==> src/rtl/rplu_pkg.sv <==
`timescale 1ns / 1ps
`default_nettype none
// ----------------------------------------------------------------------------
// rplu_pkg
// Shared types and constants of the register preset list loader.
// ----------------------------------------------------------------------------
package rplu_pkg;

  localparam int unsigned RegCountDef   = 64;
  localparam int unsigned MaxEntriesDef = 256;
  localparam logic [14:0] RegBaseReset  = 15'd8448;

  localparam int unsigned SlotMaxW = 8;
  localparam int unsigned CountW   = 7;

  localparam logic [1:0] CmdStart = 2'd0;
  localparam logic [1:0] CmdByte  = 2'd1;
  localparam logic [1:0] CmdRead  = 2'd2;

  typedef enum logic [2:0] {
    PH_IDLE   = 3'd0,
    PH_HDR_LO = 3'd1,
    PH_HDR_HI = 3'd2,
    PH_DATA1  = 3'd3,
    PH_DATA2  = 3'd4,
    PH_DONE   = 3'd5,
    PH_ERROR  = 3'd6
  } phase_e;

  typedef enum logic [2:0] {
    ST_OK      = 3'd0,
    ST_END     = 3'd1,
    ST_BADADDR = 3'd2,
    ST_LIMIT   = 3'd3,
    ST_IGNORED = 3'd4,
    ST_HIT     = 3'd5,
    ST_MISS    = 3'd6
  } status_e;

  typedef struct packed {
    logic                clear;
    logic                wr_en;
    logic [SlotMaxW-1:0] wr_slot;
    logic [7:0]          wr_data;
    logic                rd_en;
    logic [SlotMaxW-1:0] rd_slot;
  } store_op_t;

  typedef struct packed {
    logic wr_written;
    logic rd_written;
  } store_flags_t;

  typedef struct packed {
    status_e           status;
    logic              hit;
    logic [CountW-1:0] count;
  } result_t;

endpackage
`default_nettype wire

==> src/rtl/rplu_regfile.sv <==
`timescale 1ns / 1ps
`default_nettype none
// ----------------------------------------------------------------------------
// rplu_regfile
// Shadow register values in a synchronous memory, written marks in flops.
// ----------------------------------------------------------------------------
module rplu_regfile #(
  parameter int unsigned REG_COUNT = rplu_pkg::RegCountDef
) (
  input  wire logic                  clk_i,
  input  wire logic                  rst_ni,
  input  wire rplu_pkg::store_op_t   op_i,
  output rplu_pkg::store_flags_t     flags_o,
  output logic [7:0]                 rd_data_o
);

  localparam int unsigned SlotW = (REG_COUNT > 1) ? $clog2(REG_COUNT) : 1;

  logic [7:0]           mem_q [REG_COUNT];
  logic [7:0]           rd_data_q;
  logic [REG_COUNT-1:0] written_q;
  logic [SlotW-1:0]     wr_slot;
  logic [SlotW-1:0]     rd_slot;

  assign wr_slot = op_i.wr_slot[SlotW-1:0];
  assign rd_slot = op_i.rd_slot[SlotW-1:0];

  always_ff @(posedge clk_i) begin
    if (op_i.wr_en) begin
      mem_q[wr_slot] <= op_i.wr_data;
    end
    if (op_i.rd_en) begin
      rd_data_q <= mem_q[rd_slot];
    end
  end

  always_ff @(posedge clk_i or negedge rst_ni) begin
    if (!rst_ni) begin
      written_q <= '0;
    end else if (op_i.clear) begin
      written_q <= '0;
    end else if (op_i.wr_en) begin
      written_q[wr_slot] <= 1'b1;
    end
  end

  assign flags_o.wr_written = written_q[wr_slot];
  assign flags_o.rd_written = written_q[rd_slot];
  assign rd_data_o          = rd_data_q;

endmodule
`default_nettype wire

==> src/rtl/rplu_parser.sv <==
`timescale 1ns / 1ps
`default_nettype none
// ----------------------------------------------------------------------------
// rplu_parser
// Record parser: header and data phases, window check, entry and write counts.
// ----------------------------------------------------------------------------
module rplu_parser #(
  parameter int unsigned REG_COUNT   = rplu_pkg::RegCountDef,
  parameter int unsigned MAX_ENTRIES = rplu_pkg::MaxEntriesDef
) (
  input  wire logic                   clk_i,
  input  wire logic                   rst_ni,
  input  wire logic                   accept_i,
  input  wire logic [1:0]             cmd_i,
  input  wire logic [7:0]             byte_i,
  input  wire logic [15:0]            qaddr_i,
  input  wire logic [14:0]            reg_base_i,
  input  wire rplu_pkg::store_flags_t flags_i,
  output rplu_pkg::store_op_t         op_o,
  output rplu_pkg::result_t           result_o
);

  localparam int unsigned EntW = $clog2(MAX_ENTRIES + 1);

  rplu_pkg::phase_e            phase_q, phase_d;
  logic [14:0]                 latch_q, latch_d;
  logic                        pair_q, pair_d;
  logic [EntW-1:0]             entry_q, entry_d;
  logic [rplu_pkg::CountW-1:0] total_q, total_d;

  logic [15:0] hdr;
  logic [15:0] wr_addr;
  logic [16:0] wr_off;
  logic [16:0] rd_off;
  logic        wr_in;
  logic        rd_in;
  logic [EntW-1:0] entry_inc;
  logic        limit;
  logic        is_byte;

  assign is_byte   = (cmd_i == rplu_pkg::CmdByte);
  assign hdr       = {byte_i, latch_q[7:0]};
  // second data byte goes to address+1, formed in 16 bits
  assign wr_addr   = (phase_q == rplu_pkg::PH_DATA2) ? ({1'b0, latch_q} + 16'd1)
                                                     : {1'b0, latch_q};
  assign wr_off    = {1'b0, wr_addr} - {2'b00, reg_base_i};
  assign rd_off    = {1'b0, qaddr_i} - {2'b00, reg_base_i};
  assign wr_in     = !wr_off[16] && (wr_off[15:0] < 16'(REG_COUNT));
  assign rd_in     = !rd_off[16] && (rd_off[15:0] < 16'(REG_COUNT));
  assign entry_inc = entry_q + EntW'(1);
  assign limit     = (entry_inc >= EntW'(MAX_ENTRIES));

  // next phase
  always_comb begin
    phase_d = phase_q;
    if (cmd_i == rplu_pkg::CmdStart) begin
      phase_d = rplu_pkg::PH_HDR_LO;
    end else if (is_byte) begin
      unique case (phase_q)
        rplu_pkg::PH_HDR_LO: phase_d = rplu_pkg::PH_HDR_HI;
        rplu_pkg::PH_HDR_HI: begin
          phase_d = (hdr == 16'd0) ? rplu_pkg::PH_DONE : rplu_pkg::PH_DATA1;
        end
        rplu_pkg::PH_DATA1: begin
          if (!wr_in) begin
            phase_d = rplu_pkg::PH_ERROR;
          end else if (pair_q) begin
            phase_d = rplu_pkg::PH_DATA2;
          end else begin
            phase_d = limit ? rplu_pkg::PH_ERROR : rplu_pkg::PH_HDR_LO;
          end
        end
        rplu_pkg::PH_DATA2: begin
          if (!wr_in || limit) begin
            phase_d = rplu_pkg::PH_ERROR;
          end else begin
            phase_d = rplu_pkg::PH_HDR_LO;
          end
        end
        default: phase_d = phase_q;
      endcase
    end
  end

  // outputs and datapath updates
  always_comb begin
    rplu_pkg::status_e status;
    logic              wr_en;
    status  = rplu_pkg::ST_IGNORED;
    wr_en   = 1'b0;
    latch_d = latch_q;
    pair_d  = pair_q;
    entry_d = entry_q;
    op_o    = '0;
    result_o.hit = 1'b0;
    unique case (cmd_i)
      rplu_pkg::CmdStart: begin
        status  = rplu_pkg::ST_OK;
        latch_d = '0;
        pair_d  = 1'b0;
        entry_d = '0;
        op_o.clear = accept_i;
      end
      rplu_pkg::CmdByte: begin
        unique case (phase_q)
          rplu_pkg::PH_HDR_LO: begin
            status  = rplu_pkg::ST_OK;
            latch_d = {7'd0, byte_i};
          end
          rplu_pkg::PH_HDR_HI: begin
            if (hdr == 16'd0) begin
              status = rplu_pkg::ST_END;
            end else begin
              status  = rplu_pkg::ST_OK;
              latch_d = hdr[14:0];
              pair_d  = hdr[15];
            end
          end
          rplu_pkg::PH_DATA1, rplu_pkg::PH_DATA2: begin
            if (!wr_in) begin
              status = rplu_pkg::ST_BADADDR;
            end else begin
              wr_en = 1'b1;
              if (phase_q == rplu_pkg::PH_DATA1 && pair_q) begin
                status = rplu_pkg::ST_OK;
              end else begin
                entry_d = entry_inc;
                status  = limit ? rplu_pkg::ST_LIMIT : rplu_pkg::ST_OK;
              end
            end
          end
          default: status = rplu_pkg::ST_IGNORED;
        endcase
      end
      rplu_pkg::CmdRead: begin
        op_o.rd_en   = accept_i;
        result_o.hit = rd_in && flags_i.rd_written;
        status       = result_o.hit ? rplu_pkg::ST_HIT : rplu_pkg::ST_MISS;
      end
      default: status = rplu_pkg::ST_IGNORED;
    endcase

    op_o.wr_en   = wr_en && accept_i;
    op_o.wr_slot = wr_off[rplu_pkg::SlotMaxW-1:0];
    op_o.wr_data = byte_i;
    op_o.rd_slot = rd_off[rplu_pkg::SlotMaxW-1:0];

    if (cmd_i == rplu_pkg::CmdStart) begin
      total_d = '0;
    end else if (wr_en && !flags_i.wr_written) begin
      total_d = total_q + rplu_pkg::CountW'(1);
    end else begin
      total_d = total_q;
    end

    result_o.status = status;
    result_o.count  = total_d;
  end

  always_ff @(posedge clk_i or negedge rst_ni) begin
    if (!rst_ni) begin
      phase_q <= rplu_pkg::PH_IDLE;
      latch_q <= '0;
      pair_q  <= 1'b0;
      entry_q <= '0;
      total_q <= '0;
    end else if (accept_i) begin
      phase_q <= phase_d;
      latch_q <= latch_d;
      pair_q  <= pair_d;
      entry_q <= entry_d;
      total_q <= total_d;
    end
  end

endmodule
`default_nettype wire

==> src/rtl/register_preset_list_loader_unit.sv <==
`timescale 1ns / 1ps
`default_nettype none
// ----------------------------------------------------------------------------
// register_preset_list_loader_unit
// Parses a stream of register write records into a shadow register file.
// ----------------------------------------------------------------------------
// channel  | dir | handshake             | payload
// s_axis   | in  | s_axis_tvalid/tready  | tuser cmd, tdata byte + query address
// m_axis   | out | m_axis_tvalid/tready  | tuser status, tdata value + count
// cfg      | in  | cfg_valid_i/ready_o   | cfg_data_i reg_base
//
// One word in per cycle while m_axis is not stalled, one result per word.
// Results pass the memory read stage, then the output register.
// Reset clears phase, counters and written marks and loads the default
// reg_base; no clearing pass.
// Start clears the written marks at once, in flops.
// With m_axis stalled the block takes one more word, held in the read stage.
// ----------------------------------------------------------------------------
module register_preset_list_loader_unit #(
  parameter int unsigned REG_COUNT   = rplu_pkg::RegCountDef,
  parameter int unsigned MAX_ENTRIES = rplu_pkg::MaxEntriesDef
) (
  input  wire logic        clk_i,
  input  wire logic        rst_ni,
  input  wire logic        s_axis_tvalid,
  output logic             s_axis_tready,
  input  wire logic [23:0] s_axis_tdata,   // [7:0] byte_value, [23:8] query_address
  input  wire logic [1:0]  s_axis_tuser,   // [1:0] cmd
  output logic             m_axis_tvalid,
  input  wire logic        m_axis_tready,
  output logic [15:0]      m_axis_tdata,   // [7:0] read_value, [14:8] written_count
  output logic [2:0]       m_axis_tuser,   // [2:0] status
  input  wire logic        cfg_valid_i,
  output logic             cfg_ready_o,
  input  wire logic [14:0] cfg_data_i
);

  logic [14:0]            reg_base_q;
  logic                   accept;
  rplu_pkg::store_op_t    op;
  rplu_pkg::store_flags_t flags;
  rplu_pkg::result_t      result;
  logic [7:0]             rd_data;

  logic                        s1_valid_q;
  rplu_pkg::result_t           s1_q;
  logic                        o_valid_q;
  logic [2:0]                  o_status_q;
  logic [7:0]                  o_value_q;
  logic [rplu_pkg::CountW-1:0] o_count_q;
  logic                        o_load;

  assign cfg_ready_o = 1'b1;

  always_ff @(posedge clk_i or negedge rst_ni) begin
    if (!rst_ni) begin
      reg_base_q <= rplu_pkg::RegBaseReset;
    end else if (cfg_valid_i) begin
      reg_base_q <= cfg_data_i;
    end
  end

  assign o_load        = s1_valid_q && (!o_valid_q || m_axis_tready);
  assign s_axis_tready = !s1_valid_q || !o_valid_q || m_axis_tready;
  assign accept        = s_axis_tvalid && s_axis_tready;

  rplu_parser #(
    .REG_COUNT  (REG_COUNT),
    .MAX_ENTRIES(MAX_ENTRIES)
  ) u_parser (
    .clk_i     (clk_i),
    .rst_ni    (rst_ni),
    .accept_i  (accept),
    .cmd_i     (s_axis_tuser),
    .byte_i    (s_axis_tdata[7:0]),
    .qaddr_i   (s_axis_tdata[23:8]),
    .reg_base_i(reg_base_q),
    .flags_i   (flags),
    .op_o      (op),
    .result_o  (result)
  );

  rplu_regfile #(
    .REG_COUNT(REG_COUNT)
  ) u_regfile (
    .clk_i    (clk_i),
    .rst_ni   (rst_ni),
    .op_i     (op),
    .flags_o  (flags),
    .rd_data_o(rd_data)
  );

  // read stage: waits for the memory read data
  always_ff @(posedge clk_i or negedge rst_ni) begin
    if (!rst_ni) begin
      s1_valid_q <= 1'b0;
    end else if (accept) begin
      s1_valid_q <= 1'b1;
    end else if (o_load) begin
      s1_valid_q <= 1'b0;
    end
  end

  always_ff @(posedge clk_i) begin
    if (accept) begin
      s1_q <= result;
    end
  end

  // output register
  always_ff @(posedge clk_i or negedge rst_ni) begin
    if (!rst_ni) begin
      o_valid_q <= 1'b0;
    end else if (o_load) begin
      o_valid_q <= 1'b1;
    end else if (m_axis_tready) begin
      o_valid_q <= 1'b0;
    end
  end

  always_ff @(posedge clk_i) begin
    if (o_load) begin
      o_status_q <= s1_q.status;
      o_value_q  <= s1_q.hit ? rd_data : 8'd0;
      o_count_q  <= s1_q.count;
    end
  end

  assign m_axis_tvalid = o_valid_q;
  assign m_axis_tuser  = o_status_q;
  assign m_axis_tdata  = {1'b0, o_count_q, o_value_q};

endmodule
`default_nettype wire
==> config.mk <==
export PLATFORM = sky130hd
export DESIGN_NAME = register_preset_list_loader_unit
export DESIGN_NICKNAME = d
export VERILOG_FILES = /design/src/rtl/rplu_pkg.sv /design/src/rtl/rplu_regfile.sv /design/src/rtl/rplu_parser.sv /design/src/rtl/register_preset_list_loader_unit.sv
export SDC_FILE = /design/constraint.sdc
export NUM_CORES = 1
export LEC_CHECK = 0
export BUFFER_PORTS_ARGS = -buffer_cell sky130_fd_sc_hd__buf_2
export CORE_ASPECT_RATIO = 0.8
export CORE_UTILIZATION = 41
export DETAILED_ROUTE_END_ITERATION = 8
export GPL_TIMING_DRIVEN = 0
export PLACE_DENSITY = 0.68
export SETUP_SLACK_MARGIN = 0.4
export SLEW_MARGIN = 20
export SYNTH_ARGS = -nofsm -noshare
export SYNTH_HDL_FRONTEND = slang
export SYNTH_SLANG_ARGS = --single-unit
==> constraint.sdc <==
create_clock -name clk_i -period 6.51 [get_ports clk_i]
set_input_delay 1.302 -clock clk_i [delete_from_list [all_inputs] [get_ports clk_i]]
set_output_delay 1.302 -clock clk_i [all_outputs]
set_load 0.02 [all_outputs]
* Word-level counts from Yosys, hierarchy flattened
Memory sizes are Yosys's and may differ from the RTL's. A register that Yosys moved wholly into a read port is not among the register bits. Index checks and enable logic that the tools add are counted.
Storage, ports and cells: register bits 145, RAM bits 512, input bits 46, output and inout bits 22, logic and storage cells 123, memories 1
Memory list:
- u_regfile.mem_q | words 64, bits a word 8, read ports 1, clocked after memory_dff 1, write ports 1, line rplu_regfile.sv:19 | logic [7:0] mem_q [REG_COUNT];
Cells by class: $add $sub $neg 5, order comparisons 6, eq/ne operators 15, mux-type cells 47, bitwise operators 1, reductions and logical operators 32
Operators by type and width (count):
- two-way mux 64 bit | 2
- OR 64 bit | 1
- one-hot mux 15 bit (2 select lines) | 2
- subtractor 16 x 15 -> 17 bit | 2
- less-than comparator 16 x 7 -> 1 bit (second input constant) | 2
- two-way mux 3 bit | 9
- two-way mux 9 bit | 3
- one-hot mux 3 bit (3 select lines) | 2
- one-hot mux 9 bit (2 select lines) | 1
- two-way mux 1 bit | 17
- adder 15 x 1 -> 16 bit (second input constant) | 1
- zero test 16 bit | 1
- two-way mux 16 bit | 1
- two-way mux 15 bit | 1
- less-than comparator 6 x 7 -> 1 bit (second input constant) | 2
- two-way mux 7 bit | 2
- binary-select mux 1 bit (select 6 bit) | 2
- != test 2 bit (second input constant) | 6
- one-hot mux 3 bit (4 select lines) | 1
- AND reduction 4 bit | 3
- adder 9 x 1 -> 9 bit (second input constant) | 1
- >= comparator 9 bit (second input constant) | 1
- logical AND 1 bit | 9
- nonzero test 2 bit | 4
- other kinds (19) | 30

* Logic depth before layout (Yosys ltp)
word-level depth 11, depth in mapped cells 21, depth with buffers taken out 17

* Hierarchy
A second synthesis with hierarchy kept.
Second synthesis, totals: cells, all modules 1916, area total of the unflattened synthesis 29489.5 µm²
By module, submodules not included:
- rplu_regfile | times used 1, cells an instance 1236, area an instance 23281.1 µm², sequential area each 17216.5 µm²
- rplu_parser | times used 1, cells an instance 599, area an instance 4560.6 µm², sequential area each 875.8 µm²
- register_preset_list_loader_unit | times used 1, cells an instance 81, area an instance 1647.8 µm², sequential area each 1298.7 µm²

* Least setup slack after synthesis
OpenSTA, ideal clock, no wires.
kind flip-flop to flip-flop, start register u_parser.phase_q[1], end memory u_regfile.mem_q[40][0], enable pin, library setup time 374 ps, data arrival time 4531 ps, required time 6136 ps, setup slack 1605 ps, stages on the path, launching flop included 21, path buffers 5, period minus slack after synthesis 4905 ps, cells stage by stage dfrtp_1 > clkbuf_1 > nor2_1 > and2_0 > and3_1 > and4_1 > clkbuf_1 > nand3_1 > xnor2_1 > ha_1 > clkbuf_1 > a21o_1 > a21o_1 > a221o_1 > o21ai_0 > nor4b_1 > nand4b_1 > or2_2 > clkbuf_1 > clkbuf_1 > nor2_1
Between the ends: longest elaborated chain between the ends 11, elaborated cells between the ends (all ways) 14, those cells by class add/sub (1); order compare (1); eq/ne (2); mux (6); reduce/logical (4)
Ends and longest elaborated chain:
- start, declared | line rplu_parser.sv:25 | rplu_pkg::phase_e phase_q, phase_d;
- start signal, assigned | line rplu_parser.sv:162 | phase_q <= rplu_pkg::PH_IDLE;
- start signal, assigned | line rplu_parser.sv:168 | phase_q <= phase_d;
- == test 3 bit | line rplu_parser.sv:44, rplu_parser.sv:105
- two-way mux 16 bit | line rplu_parser.sv:44 | assign wr_addr = (phase_q == rplu_pkg::PH_DATA2) ? ({1'b0, latch_q} + 16'd1)
- subtractor 16 x 15 -> 17 bit | line rplu_parser.sv:46 | assign wr_off = {1'b0, wr_addr} - {2'b00, reg_base_i};
- less-than comparator 16 x 7 -> 1 bit or zero test 1 bit (tied branches) | line rplu_parser.sv:48 | assign wr_in = !wr_off[16] && (wr_off[15:0] < 16'(REG_COUNT));
- logical AND 1 bit | line rplu_parser.sv:48
- two-way mux 1 bit | line rplu_parser.sv:120 | if (!wr_in) begin
- two-way mux 1 bit | line rplu_parser.sv:105 | unique case (phase_q)
- two-way mux 1 bit | line rplu_parser.sv:96 | unique case (cmd_i)
- logical AND 1 bit | line rplu_parser.sv:143 | op_o.wr_en = wr_en && accept_i;
- two-way mux 1 bit | line rplu_regfile.sv:29 | if (op_i.wr_en) begin
- two-way mux 1 bit (implied by the code) | line rplu_regfile.sv:30 | mem_q[wr_slot] <= op_i.wr_data;
- end, declared | line rplu_regfile.sv:19
Parallel ways exist; a longest one is shown, timed or not.

* Final worst setup path
start input port s_axis_tdata[8], end register u_regfile.rd_data_q[3], in the netlist u_regfile.rd_data_o[3] (read register of u_regfile.mem_q) (data pin)
Between the ends: longest elaborated chain between the ends 1
Ends and longest elaborated chain:
- start, declared | line register_preset_list_loader_unit.sv:27 | input wire logic [23:0] s_axis_tdata,
- subtractor 16 x 15 -> 17 bit | line rplu_parser.sv:47 | assign rd_off = {1'b0, qaddr_i} - {2'b00, reg_base_i};
- end, declared | line rplu_regfile.sv:20 | logic [7:0] rd_data_q;
Every way passes these cells. A chain may end at the register's enable or synchronous reset.

==> flow_results.org <==
** Worst hold path
- In this run the worst hold path is classified as reg2reg.

** Logic synthesis
- Main area contributors after synthesis :: sky130_fd_sc_hd__edfxtp_1 57%, sky130_fd_sc_hd__mux4_2 14%, sky130_fd_sc_hd__dfrtp_1 9.9%
- In the synthesized netlist, the number of instances is 1773.
- In this run, synthesis produced a sequential element count of 665.
- Distinct cell type count of the synthesized netlist :: 72
- The mapped netlist covers 28900 sq um.
- Share of synthesized flip-flops with an asynchronous set or reset :: 0.174
- Most common library cells after synthesis :: 549 x sky130_fd_sc_hd__edfxtp_1, 183 x sky130_fd_sc_hd__mux4_2, 173 x sky130_fd_sc_hd__nand2_1
- Area fraction of the dominant cell type after synthesis :: 0.570
- Cell taking the most area after synthesis :: sky130_fd_sc_hd__edfxtp_1
- Synth Warn # :: 0
- Synth Area per Inst :: 16.3 sq um
- Mapped Nets :: 1855
- Post-synth EDFFs :: 549
- Of the synthesized area, sequential elements account for 0.671.
- Most frequently used cell type in the post-synthesis netlist :: sky130_fd_sc_hd__edfxtp_1
- Top_reg_cell synth :: sky130_fd_sc_hd__edfxtp_1

** Pwr
- Sequential share of power :: 0.456
- Of the total power, the clock network draws 0.345.
- The share of total power dissipated in combinational logic is 0.199.
- For this design the ratio of total power to cell area is 310 nW/um^2.
- The internal portion of the total power is 7.48 mW.
- Summed over all nets, the switching power comes to 2.85 mW.
- Of the total power, the share spent switching nets is 0.276.
- Summed over all cells, the static leakage comes to 11.3 nW.
- The worst-case IR drop observed on VDD is 0.193 mV.
- Power comes to 10.3 mW.

** Timing
- Pin slew with the least headroom to its limit :: 1.06 ns
- The routed design could run at a clock period as short as 5.98 ns.
- Unrepaired setup endpoints after global routing :: true
- Final clock skew :: 0.0233 ns
- Based on the critical path, the design can be clocked at up to 167 MHz.
- The final hold violation count is 0.
- Measured against its own limit, the worst slew margin works out to 0.288.
- Of the available clock period, the critical path in the final layout requires 0.919.
- Final number of max-transition violations :: 0
- Final worst-path setup slack :: 0.525 ns
- Worst hold slack :: 0.419 ns
- Setup violations remaining at the end of the flow were counted as 0.

** Clock tree
- The clock passes through at most 3 buffers.
- The H-tree was split into 2 levels.
- Number of buffers created by CTS :: 60
- The tree is rooted in a sky130_fd_sc_hd__clkbuf_16.
- Clock slew at reported path FFs :: 0.06 ns
- CTS Hold Bufs :: 0
- Number of clock sinks seen by CTS :: 665
- Insertion delay to the later sink of the worst-skew pair :: 0.63 ns
- TritonCTS built the clock tree.

** Global route
- Number of antenna violations at the first check in global routing :: 1
- Wire length of the first global-routing pass :: 106 mm
- Entering global routing, the biggest net connects 68 pins.
- Summed over all layers, the global routing overflow is 0.
- Vias in the first global route :: 16887
- Across every metal layer, demand over resource in global routing totals 0.197.

** Setup path
- The worst setup path is launched from an input pin.
- For the worst setup path, the data required time is 6.78 ns.
- Of all nets on the critical path, the largest fanout is 10.
- STA classifies the critical path endpoint as a register.
- Worst Path Class, Setup :: in2reg
- Crit path DAT :: 6.26 ns

** Floorplan
- Core Region :: 69300 sq um
- Starting density of the core :: 0.417
- The floorplan step set the die width to 299 um.
- The die covers 71600 sq um.
- After floorplanning, the core was divided into 86 placement rows.
- Number of placed I/O pins :: 68
- Die height :: 239 um

** Drt
- Count of antenna-violating nets left after detailed routing :: 0
- For this run, the detailed router's first-pass iteration total came to 6.
- Post-route DRC :: 0
- The routed design has 70.7 mm of wire.
- Met1 routed wirelength after detailed routing :: 30.9 mm
- Via density per instance :: 5.81
- Iteration-0 DRC Markers :: 1743
- Summing over every cut layer, the via total after detailed routing is 16888.
- Signal routing reaches up to met4.
- In the final routed layout, each cell accounts on average for 24.3 um.
- Met2 routed wirelength :: 32.4 mm
- Sum of met3 wire segment lengths after detailed routing :: 5.91 mm

** Cells and area
- In the final layout, the share of cells above drive strength 1 is 0.238.
- For this run, the post-layout net count is 2013.
- Final-layout fill cell count :: 5735
- Area added between synthesis and finish :: 15.4%
- Core occupancy in the finished layout :: 0.481
- The finished layout holds 2906 standard cells, fillers aside.

** Placement
- Once placement completed, the tool counted placed cells totaling 2764.
- Port buffering added 64 buffers.
- Final Wtd Congestion :: 0.895
- Sum of net half-perimeters after detailed placement :: 47.3 mm
- Before CTS, the worst setup slack after placement is -0.203 ns.

** Job
- Number of max-cap violations :: 0

** Run status
- Status :: completed
-- critical path: stages --
cell                       delay (ns)
sky130_fd_sc_hd__buf_2           0.11
sky130_fd_sc_hd__inv_1           0.05
sky130_fd_sc_hd__ha_1            0.15
sky130_fd_sc_hd__inv_1           0.06
sky130_fd_sc_hd__fa_1            0.49
sky130_fd_sc_hd__clkbuf_1        0.57
sky130_fd_sc_hd__clkbuf_1        0.59
sky130_fd_sc_hd__clkbuf_1        0.70
sky130_fd_sc_hd__clkbuf_1        0.60
sky130_fd_sc_hd__mux4_2          0.47
sky130_fd_sc_hd__mux4_2          0.53
sky130_fd_sc_hd__mux2_2          0.34
sky130_fd_sc_hd__nand2_1         0.09
sky130_fd_sc_hd__o21ai_0         0.19
-- metrics by stage --
stage	setup TNS (ns)	cell area [sq um]
global route	0	33400
floorplan	0	28900
detailed placement	-23.93	30500
global placement	-10.13	30400
CTS	0	32700
finish	0	33400
-- state kept, by name, indices dropped and copies added (netlist names) --
signal	count
u_regfile.rd_data_o	8
m_axis_tuser	3
o_value_q	8
u_parser.pair_q	1
reg_base_q	15
m_axis_tvalid	1
u_parser.entry_q	9
s1_valid_q	1
u_regfile.mem_q	512
u_parser.latch_q	15
o_count_q	7
u_parser.total_q	7
s1_q	11
u_regfile.written_q	64
u_parser.phase_q	3
-- power by group through the flow --
stage	Combinational (mW)	Clock, mW	Sequential (mW)
floorplan	1.31	0	4.80
global placement	1.95	0	4.80
detailed placement	2.00	0	4.80
CTS	2.02	3.61	4.71
global route	2.18	3.77	4.71
finish	2.06	3.56	4.71
-- path summary, 6_finish.rpt --
check / startpoint / endpoint / slack (ns) / cells past startpoint
setup / recovery: s_axis_tdata[8] / u_regfile.rd_data_o[3] / 0.53 / 14
hold / removal: s1_q[0] / o_count_q[0] / 0.42 / 0
setup reg to reg: u_parser.phase_q[1] / u_regfile.mem_q[51][1] / 0.76 / 21
hold reg to reg: s1_q[0] / o_count_q[0] / 0.42 / 0
max in group asynchronous: rst_ni / reg_base_q[13] / 5.14 / 2
min in group asynchronous: rst_ni / u_parser.latch_q[12] / 0.66 / 1
-- placed cells by master (no fill, tap or decap), drive strengths merged, types with 7 or more instances in the layout --
master	synthesis	final
dfrtp	114	114
buf	15	115
nand2b	19	19
nand4	11	11
mux2	15	15
o21ai	97	97
clkinv	0	19
a21oi	28	28
mux2i	33	33
clkbuf	77	156
inv	29	30
nand3b	11	11
a21o	12	12
nand3	31	31
a211oi	7	7
ha	34	34
nor2	102	102
xor2	13	13
nand2	173	173
and2	18	18
mux4	183	183
nor3	22	22
and3	17	17
o21a	40	40
xnor2	25	25
edfxtp	549	549
-- per-layer routing --
metal,GRT usage,vias to the layer above
met1,0.289,8820
li1,-,7282
met3,0.0389,100
met4,0.0484,0
met5,0,-
met2,0.302,686
-- kinds of logic (layout without fill, tap and decap cells) --
group | Yosys count | count (layout) | synth area share
AO/OA/AOI/OAI | 235 | 235 | 0.0521
XOR/XNOR | 38 | 38 | 0.0120
adder cells (fa/ha/maj) | 36 | 36 | 0.0161
buffers and inverters | 121 | 329 | 0.0161
flip-flops | 665 | 665 | 0.671
multiplexers | 231 | 231 | 0.160
other | 2 | 3 | 0.000260
AND/OR/NAND/NOR | 445 | 445 | 0.0726
-- layout make-up --
type	count	area [sq um]	area share
Buffer	92	372	0.0111
Sequential cell	665	19400	0.581
Timing Repair Buffer	96	931	0.0279
Antenna cell	1	2.50	0.0000750
Clock inverter	29	317	0.00949
Inverter	29	109	0.00326
Multi-Input combinational cell	987	9440	0.283
Clock buffer	83	1650	0.0494
Tap cell	924	1160	0.0347
-- repair_timing --
| item | in CTS | in global routing |
|---|---|---|
| buffers inserted | 4 | 24 |
| pin swaps | 3 | 25 |
| gates resized for setup | 71 | 52 |
| endpoints found under the setup margin | 538 | 578 |
Power figures use the tool's default switching activity.
